### src/sv/dmala_pkg.sv
`timescale 1ns / 1ps
package dmala_pkg;

    localparam int NUM_CONTROLLERS_DEF = 4;
    localparam int DESC_REGS           = 4;

    localparam int DESC_W   = 48;
    localparam int CNT_W    = 8;
    localparam int IDX_W    = 2;
    localparam int STAT_W   = 3;
    localparam int NCTRL_W  = 3;
    localparam int CFG_IDX_W = 3;

    localparam int DIR_W  = 8;
    localparam int CAPS_W = 16;
    localparam int DEVS_W = 16;

    localparam int DESC_DIR_LSB  = 0;
    localparam int DESC_CAPS_LSB = 8;
    localparam int DESC_DEVS_LSB = 24;
    localparam int DESC_CHAN_LSB = 40;

    localparam int IN_TDATA_W  = 48;
    localparam int OUT_TDATA_W = 16;

    localparam logic [CFG_IDX_W-1:0] REG_CTRL_COUNT = 3'd0;
    localparam logic [CFG_IDX_W-1:0] REG_DESC0      = 3'd1;
    localparam logic [CFG_IDX_W-1:0] REG_DESC_LAST  = 3'd4;

    localparam logic OP_ACQUIRE = 1'b0;
    localparam logic OP_RELEASE = 1'b1;

    localparam logic [STAT_W-1:0] ST_OK        = 3'd0;
    localparam logic [STAT_W-1:0] ST_NONE      = 3'd1;
    localparam logic [STAT_W-1:0] ST_NO_MATCH  = 3'd2;
    localparam logic [STAT_W-1:0] ST_UNUSED    = 3'd3;
    localparam logic [STAT_W-1:0] ST_BAD_INDEX = 3'd4;

    typedef enum logic [1:0] {
        S_IDLE,
        S_SCAN,
        S_DONE
    } t_state;

    typedef struct packed {
        logic load;
        logic step;
        logic commit;
    } t_dp_cmd;

    typedef struct packed {
        logic start_scan;
        logic scan_last;
        logic out_free;
    } t_dp_status;

endpackage

### src/sv/dmala_ctrl.sv
`timescale 1ns / 1ps
module dmala_ctrl (
    input  logic                  i_clk,
    input  logic                  i_rst_n,
    input  logic                  i_in_valid,
    output logic                  o_in_ready,
    input  dmala_pkg::t_dp_status i_status,
    output dmala_pkg::t_dp_cmd    o_cmd
);
    import dmala_pkg::*;

    t_state r_state;
    t_state n_state;

    always_ff @(posedge i_clk) begin
        if (!i_rst_n) begin
            r_state <= S_IDLE;
        end else begin
            r_state <= n_state;
        end
    end

    always_comb begin
        n_state = r_state;
        case (r_state)
            S_IDLE: begin
                if (i_in_valid) begin
                    n_state = i_status.start_scan ? S_SCAN : S_DONE;
                end
            end
            S_SCAN: begin
                if (i_status.scan_last) begin
                    n_state = S_DONE;
                end
            end
            S_DONE: begin
                if (i_status.out_free) begin
                    n_state = S_IDLE;
                end
            end
            default: n_state = S_IDLE;
        endcase
    end

    always_comb begin
        o_in_ready   = 1'b0;
        o_cmd.load   = 1'b0;
        o_cmd.step   = 1'b0;
        o_cmd.commit = 1'b0;
        case (r_state)
            S_IDLE: begin
                o_in_ready = 1'b1;
                o_cmd.load = i_in_valid;
            end
            S_SCAN: begin
                o_cmd.step = 1'b1;
            end
            S_DONE: begin
                o_cmd.commit = i_status.out_free;
            end
            default: o_in_ready = 1'b0;
        endcase
    end

endmodule

### src/sv/dmala_dp.sv
`timescale 1ns / 1ps
module dmala_dp #(
    parameter int NUM_CONTROLLERS = dmala_pkg::NUM_CONTROLLERS_DEF
) (
    input  logic                                i_clk,
    input  logic                                i_rst_n,
    input  logic                                i_cfg_we,
    input  logic [dmala_pkg::CFG_IDX_W-1:0]     i_cfg_index,
    input  logic [dmala_pkg::DESC_W-1:0]        i_cfg_data,
    input  logic                                i_op,
    input  logic [dmala_pkg::DIR_W-1:0]         i_want_dir,
    input  logic [dmala_pkg::CAPS_W-1:0]        i_want_caps,
    input  logic [dmala_pkg::DEVS_W-1:0]        i_want_devs,
    input  logic                                i_exclusive,
    input  logic [dmala_pkg::IDX_W-1:0]         i_release_index,
    input  dmala_pkg::t_dp_cmd                  i_cmd,
    output dmala_pkg::t_dp_status               o_status,
    output logic                                o_out_valid,
    input  logic                                i_out_ready,
    output logic [dmala_pkg::STAT_W-1:0]        o_status_code,
    output logic [dmala_pkg::IDX_W-1:0]         o_chosen_index,
    output logic [dmala_pkg::CNT_W-1:0]         o_users_after,
    output logic                                o_first_use,
    output logic                                o_last_release
);
    import dmala_pkg::*;

    localparam int LIVE = (NUM_CONTROLLERS < DESC_REGS) ? NUM_CONTROLLERS : DESC_REGS;

    logic [NCTRL_W-1:0] r_ctrl_count;
    logic [DESC_W-1:0]  r_desc [DESC_REGS];
    logic [CNT_W-1:0]   r_counts [LIVE];

    logic               r_op;
    logic [DIR_W-1:0]   r_dir;
    logic [CAPS_W-1:0]  r_caps;
    logic [DEVS_W-1:0]  r_devs;
    logic               r_excl;
    logic [IDX_W-1:0]   r_rel;

    logic [IDX_W-1:0]   r_idx;
    logic               r_found;
    logic [IDX_W-1:0]   r_pick;
    logic [CNT_W:0]     r_best;

    logic               r_out_valid;
    logic [STAT_W-1:0]  r_out_status;
    logic [IDX_W-1:0]   r_out_idx;
    logic [CNT_W-1:0]   r_out_users;
    logic               r_out_first;
    logic               r_out_last;

    logic [NCTRL_W-1:0] n_eff;
    logic [CNT_W-1:0]   users_at_idx;
    logic [DESC_W-1:0]  desc_at_idx;
    logic [DESC_W-1:0]  cfg_desc_idx;
    logic               dir_ok;
    logic               caps_ok;
    logic               devs_ok;
    logic               take;
    logic [STAT_W-1:0]  res_status;
    logic [IDX_W-1:0]   res_idx;
    logic [CNT_W-1:0]   res_users;
    logic               res_first;
    logic               res_last;
    logic               out_free;
    logic [IDX_W-1:0]   desc_wr_idx;

    assign n_eff = (r_ctrl_count > NCTRL_W'(LIVE)) ? NCTRL_W'(LIVE) : r_ctrl_count;
    assign cfg_desc_idx = '0;
    assign desc_wr_idx = IDX_W'(i_cfg_index - REG_DESC0);

    always_ff @(posedge i_clk) begin
        if (!i_rst_n) begin
            r_ctrl_count <= '0;
            for (int j = 0; j < DESC_REGS; j++) begin
                r_desc[j] <= '0;
            end
        end else if (i_cfg_we) begin
            if (i_cfg_index == REG_CTRL_COUNT) begin
                r_ctrl_count <= i_cfg_data[NCTRL_W-1:0];
            end else if (i_cfg_index <= REG_DESC_LAST) begin
                r_desc[desc_wr_idx] <= i_cfg_data;
            end
        end
    end

    always_comb begin
        users_at_idx = '0;
        for (int j = 0; j < LIVE; j++) begin
            if (r_idx == IDX_W'(j)) begin
                users_at_idx = r_counts[j];
            end
        end
    end

    assign desc_at_idx = r_desc[r_idx] | cfg_desc_idx;

    assign dir_ok  = (r_dir == '0)
                   || ((r_dir & desc_at_idx[DESC_DIR_LSB +: DIR_W]) != '0);
    assign caps_ok = (r_caps == '0)
                   || ((r_caps & desc_at_idx[DESC_CAPS_LSB +: CAPS_W]) != '0);
    assign devs_ok = (r_devs == '0)
                   || ((r_devs & desc_at_idx[DESC_DEVS_LSB +: DEVS_W]) != '0);
    assign take = dir_ok && caps_ok && devs_ok
               && (users_at_idx < desc_at_idx[DESC_CHAN_LSB +: CNT_W])
               && (!r_excl || (users_at_idx == '0))
               && ({1'b0, users_at_idx} < r_best);

    always_ff @(posedge i_clk) begin
        if (i_cmd.load) begin
            r_op   <= i_op;
            r_dir  <= i_want_dir;
            r_caps <= i_want_caps;
            r_devs <= i_want_devs;
            r_excl <= i_exclusive;
            r_rel  <= i_release_index;
        end
    end

    always_ff @(posedge i_clk) begin
        if (!i_rst_n) begin
            r_idx   <= '0;
            r_found <= 1'b0;
            r_pick  <= '0;
            r_best  <= {1'b1, {CNT_W{1'b0}}};
        end else if (i_cmd.load) begin
            r_idx   <= (i_op == OP_RELEASE) ? i_release_index : '0;
            r_found <= 1'b0;
            r_pick  <= '0;
            r_best  <= {1'b1, {CNT_W{1'b0}}};
        end else if (i_cmd.step) begin
            r_idx <= r_idx + IDX_W'(1);
            if (take) begin
                r_found <= 1'b1;
                r_pick  <= r_idx;
                r_best  <= {1'b0, users_at_idx};
            end
        end
    end

    always_comb begin
        res_status = ST_OK;
        res_idx    = '0;
        res_users  = '0;
        res_first  = 1'b0;
        res_last   = 1'b0;
        if (r_op == OP_RELEASE) begin
            if ({1'b0, r_rel} >= n_eff) begin
                res_status = ST_BAD_INDEX;
            end else if (users_at_idx == '0) begin
                res_status = ST_UNUSED;
            end else begin
                res_idx   = r_rel;
                res_users = users_at_idx - CNT_W'(1);
                res_last  = (users_at_idx == CNT_W'(1));
            end
        end else begin
            if (n_eff == '0) begin
                res_status = ST_NONE;
            end else if (!r_found) begin
                res_status = ST_NO_MATCH;
            end else begin
                res_idx   = r_pick;
                res_users = r_best[CNT_W-1:0] + CNT_W'(1);
                res_first = (r_best == '0);
            end
        end
    end

    always_ff @(posedge i_clk) begin
        if (!i_rst_n) begin
            for (int j = 0; j < LIVE; j++) begin
                r_counts[j] <= '0;
            end
        end else if (i_cmd.commit && (res_status == ST_OK)) begin
            for (int j = 0; j < LIVE; j++) begin
                if (res_idx == IDX_W'(j)) begin
                    r_counts[j] <= res_users;
                end
            end
        end
    end

    assign out_free = !r_out_valid || i_out_ready;

    always_ff @(posedge i_clk) begin
        if (!i_rst_n) begin
            r_out_valid <= 1'b0;
        end else if (i_cmd.commit) begin
            r_out_valid <= 1'b1;
        end else if (i_out_ready) begin
            r_out_valid <= 1'b0;
        end
    end

    always_ff @(posedge i_clk) begin
        if (i_cmd.commit) begin
            r_out_status <= res_status;
            r_out_idx    <= res_idx;
            r_out_users  <= res_users;
            r_out_first  <= res_first;
            r_out_last   <= res_last;
        end
    end

    assign o_status.start_scan = (i_op == OP_ACQUIRE) && (n_eff != '0);
    assign o_status.scan_last  = ({1'b0, r_idx} == (n_eff - NCTRL_W'(1)));
    assign o_status.out_free   = out_free;

    assign o_out_valid    = r_out_valid;
    assign o_status_code  = r_out_status;
    assign o_chosen_index = r_out_idx;
    assign o_users_after  = r_out_users;
    assign o_first_use    = r_out_first;
    assign o_last_release = r_out_last;

endmodule

### src/sv/dma_controller_least_users_allocator.sv
`timescale 1ns / 1ps
// Least-loaded DMA controller allocator. Each request item (acquire or release,
// selected by s_axis_tuser) yields exactly one result item. A release, or an
// acquire with no controller installed, goes to the result register without a
// scan; an acquire first scans the n installed controllers (at most 4), one
// descriptor per cycle through the single match-and-compare unit. The next
// request can be accepted in the cycle after the result is registered. A result
// still waiting in the output register holds the next result back from that
// register until it is taken; the next request itself can still be accepted.
module dma_controller_least_users_allocator #(
    parameter int NUM_CONTROLLERS = dmala_pkg::NUM_CONTROLLERS_DEF
) (
    input  logic                                 i_clk,
    input  logic                                 i_rst_n,
    input  logic                                 i_cfg_we,
    input  logic [dmala_pkg::CFG_IDX_W-1:0]      i_cfg_index,
    input  logic [dmala_pkg::DESC_W-1:0]         i_cfg_data,
    input  logic                                 s_axis_tvalid,
    output logic                                 s_axis_tready,
    // want_dir, want_caps, want_devs, exclusive, release_index, zero fill.
    input  logic [dmala_pkg::IN_TDATA_W-1:0]     s_axis_tdata,
    // op.
    input  logic                                 s_axis_tuser,
    output logic                                 m_axis_tvalid,
    input  logic                                 m_axis_tready,
    // status, chosen_index, users_after, first_use, last_release, zero fill.
    output logic [dmala_pkg::OUT_TDATA_W-1:0]    m_axis_tdata
);
    import dmala_pkg::*;

    t_dp_cmd    cmd;
    t_dp_status status;

    logic [STAT_W-1:0] out_status;
    logic [IDX_W-1:0]  out_idx;
    logic [CNT_W-1:0]  out_users;
    logic              out_first;
    logic              out_last;

    dmala_ctrl u_ctrl (
        .i_clk      (i_clk),
        .i_rst_n    (i_rst_n),
        .i_in_valid (s_axis_tvalid),
        .o_in_ready (s_axis_tready),
        .i_status   (status),
        .o_cmd      (cmd)
    );

    dmala_dp #(
        .NUM_CONTROLLERS (NUM_CONTROLLERS)
    ) u_dp (
        .i_clk           (i_clk),
        .i_rst_n         (i_rst_n),
        .i_cfg_we        (i_cfg_we),
        .i_cfg_index     (i_cfg_index),
        .i_cfg_data      (i_cfg_data),
        .i_op            (s_axis_tuser),
        .i_want_dir      (s_axis_tdata[7:0]),
        .i_want_caps     (s_axis_tdata[23:8]),
        .i_want_devs     (s_axis_tdata[39:24]),
        .i_exclusive     (s_axis_tdata[40]),
        .i_release_index (s_axis_tdata[42:41]),
        .i_cmd           (cmd),
        .o_status        (status),
        .o_out_valid     (m_axis_tvalid),
        .i_out_ready     (m_axis_tready),
        .o_status_code   (out_status),
        .o_chosen_index  (out_idx),
        .o_users_after   (out_users),
        .o_first_use     (out_first),
        .o_last_release  (out_last)
    );

    assign m_axis_tdata = {1'b0, out_last, out_first, out_users, out_idx, out_status};

endmodule

### config.mk
export PLATFORM = sky130hd
export DESIGN_NAME = dma_controller_least_users_allocator
export DESIGN_NICKNAME = d
export VERILOG_FILES = /design/src/sv/dmala_pkg.sv /design/src/sv/dmala_ctrl.sv /design/src/sv/dmala_dp.sv /design/src/sv/dma_controller_least_users_allocator.sv
export SDC_FILE = /design/constraint.sdc
export NUM_CORES = 1
export LEC_CHECK = 0
export ABC_AREA = 1
export ABC_CLOCK_PERIOD_IN_PS = 8300
export BUFFER_PORTS_ARGS = -buffer_cell sky130_fd_sc_hd__buf_2
export CORE_MARGIN = 2
export CORE_UTILIZATION = 60
export DETAILED_ROUTE_END_ITERATION = 10
export GPL_TIMING_DRIVEN = 0
export PLACE_DENSITY = 0.8
export RECOVER_POWER = 25
export SLEW_MARGIN = 20
export SYNTH_ARGS = -nofsm -noshare
export SYNTH_HDL_FRONTEND = slang
export SYNTH_SLANG_ARGS = --single-unit
### constraint.sdc
create_clock -name i_clk -period 8.3 [get_ports i_clk]
set_input_delay 2.075 -clock i_clk [delete_from_list [all_inputs] [get_ports i_clk]]
set_output_delay 2.075 -clock i_clk [all_outputs]
set_load 0.01 [all_outputs]
==> qor.yml <==
status: "complete, no violations"
clkSinkCount: 305
routed.top_layer: "met4"
hp-start: "u_dp.r_best[4]"
reg2reg_to: "u_dp.r_counts[0][2]"
gp_congestion: 0.866
overflow: 0
placed_cell_area_um2: 15500
finClkSkew_ns: 0.00929
design_area_um2: 16400
fin_total_pwr_uw: 3870
crit_top_cell: "nand2_1"
ctsHoldBuffers: 0
synth_enable_flop_cells: 283
path_class: "flip-flop to flip-flop"
rows: 56
grt_max_degree: 49
num_vias: 11100
place_ws_ns: 2.93
path_delay_family: "simple AND/OR/NAND/NOR gates"
chipWidth_um: 159
tns_ns: 0
wl_met1_um: 13700
tightest_slew_ns: 1.41
final_cell_count_no_fill: 2018
synth_largest_area_cell: "edfxtp_1"
slowest_delay_ns: 0.49
reg2regPathDepth: 18
synthDistinctLibCells: 44
hold_violations: 0
crit_buf_inv: 4
synth_seq_cells: 305
drc_errors: 0
grt_use_total_pct: 28.6
syn_avg_cell_area_um2: 9.47
yosysTopAreaCellShare_pct: 59.1
cp_max_fo: 9
route.met2.wl_um: 17500
areaGrowthSynthToFinish_pct: 13.8
totalWireLength_um: 36100
synthFlopType: "edfxtp_1"
grt_pass1_vias: 10800
fin_nets: 1808
power.density_nw_per_um2: 236
n_antenna_cell: 0
cts_tree: "done"
pin_count: 123
clock.fmax_ghz: 0.204
cts_buffers: 31
core_um2: 23500
clock_path_buffers: 3
ant_nets: 0
finalCriticalPeriod_ns: 4.90
root_buffer: "clkbuf_16"
synth_area_um2: 14400
htreeDepth: 1
ys_seq_area_share_pct: 62.1
power_leakage_uw: 0.00708
crit_arrival_ns: 5.11
cp_slowest_cell: "clkinvlp_2"
post_route_cells_drive_above_1_share_pct: 11.7
whs_endpoint: "u_dp.r_best[4]"
layout_commonest_cell: "nand2_1"
setup_viol: 0
worstSetupStartpointType: "flip-flop"
post_drt_wl_per_cell_um: 17.9
clock_latency_ns: 0.56
die_h_um: 159
r2r_start: "u_dp.r_idx[0]"
cap_violations: 0
synth_cells: 1519
dp_cells: 1961
crit_chain: "inv_1 > ha_1 > clkbuf_1 > clkinvlp_2 > nor2_1 > nor2_1 > nand2_1 > nand2_1 > inv_1 > ha_1 > nand3_1 > nor2_1 > nand3_1 > nand2_1 > o21ai_0 > nor2_8 > nand2_1 > nand2_1"
whs_path_depth: 2
fin_ws_ns: 3.40
required_ns: 8.52
drt_iter0_markers: 1345
reg2reg_slack_ns: 3.40
yosysWarnings: 0
worstSetupEndpointType: "flip-flop"
synthesis.nets: 1652
cts_resized: 0
io_buffer_count: 115
dr.pass1.iters: 6
rsz0062_at_grt: "no"
dpl.hpwl_um: 24300
grt_pass1_wl_um: 56400
synthTopCellsByArea: "edfxtp_1, nand2_1, nor2_1"
hold_class: "flip-flop to flip-flop"
slew_headroom_pct: 4.81
dieArea_um2: 25200
antenna_found_initial: 0
drv_slew: 0
period_share_pct: 59.0
avgViaCountPerCell: 5.48
postCtsSetupBuffers: 0
start_util_pct: 61.1
path_clk_slew_ns: 0.06
ys_async_sr_fraction_pct: 0
layout_common_cells: "nand2_1, nor2_1, edfxtp_1, inv_1, buf_2"
routed-wl-met3_um: 3840
ir_drop_v: 0.000176
## power breakdown
group	switching [uW]	internal [uW]	total, uW
Clock	577	777	1350
Combinational	454	200	654
Sequential	44.0	1820	1860
## per-stage QoR
step | util (%) | hold WS [ns]
4_1_cts | 70.2 | 0.487
3_3_place_gp | 65.3 | 0.464
3_5_place_dp | 66.0 | 0.477
5_1_grt | 69.6 | 0.514
6_report | 69.6 | 0.487
2_1_floorplan | - | 0.454
## flip-flops by register name (all words and copies together) (netlist names), 3 cells and up, named ones only
signal,count
u_dp.r_best,9
u_dp.o_users_after,8
u_dp.r_ctrl_count,3
u_dp.r_caps,16
u_dp.r_desc,192
u_dp.r_dir,8
u_dp.r_counts,32
u_dp.o_status_code,3
u_dp.r_devs,16
## layer usage
layer  up-vias  track usage, %
li1       5200               -
met1      5118            37.8
met2       642            48.7
met3        92            4.68
met4         0            9.71
met5         -               0
## cells by family (layout without fill, tap and decap cells)
logic type	Yosys count	in the layout	synth area share (%)
and+or+nand+nor	830	830	23.7
DFF	305	305	62.1
buffers and inverters	245	425	7.20
AOI/OAI and AO/OA	105	105	4.18
adders and majority gates	28	28	2.43
xor gates and xnor gates	5	5	0.304
other	1	1	0.0261
## cell usage after synthesis, types with 10 or more instances
master,n
a21oi_1,27
buf_2,11
buf_6,10
clkbuf_1,32
dfxtp_1,22
edfxtp_1,283
ha_1,28
inv_1,180
nand2_1,372
nand3_1,62
nor2_1,355
o21ai_0,52
## worst min-delay path: cells and delay by family, from the launching register on
kind	cells	cell delay, ns
flops	1	0.31
simple gates	2	0.14
## final cells by class
| cell class | instances | area [um^2] |
|---|---|---|
| multi-input cells | 969 | 4400 |
| inverters | 183 | 688 |
| clock buffers | 36 | 795 |
| clock inverters | 21 | 188 |
| flip-flops and latches | 305 | 8940 |
| repair buffers | 123 | 633 |
| well taps | 319 | 399 |
| plain buffers | 62 | 333 |
| fillers | 1791 | 7170 |
## how the worst max path moves through the flow
stage | startpoint | end | slack [ns] | cells past startpoint
finish | u_dp.r_idx[0] | u_dp.r_counts[0][2] | 3.40 | 18
global route | u_dp.r_idx[0] | u_dp.r_counts[0][5] | 2.99 | 18
CTS | i_cfg_index[0] | u_dp.r_desc[1][11] | 3.51 | 12
detailed placement | i_cfg_index[0] | u_dp.r_desc[1][8] | 2.93 | 12
global placement | i_cfg_index[0] | u_dp.r_desc[3][42] | -1.10 | 6
floorplan | i_cfg_index[0] | u_dp.r_desc[3][0] | 1.58 | 5
No activity file was read; power rests on OpenSTA's default activity.
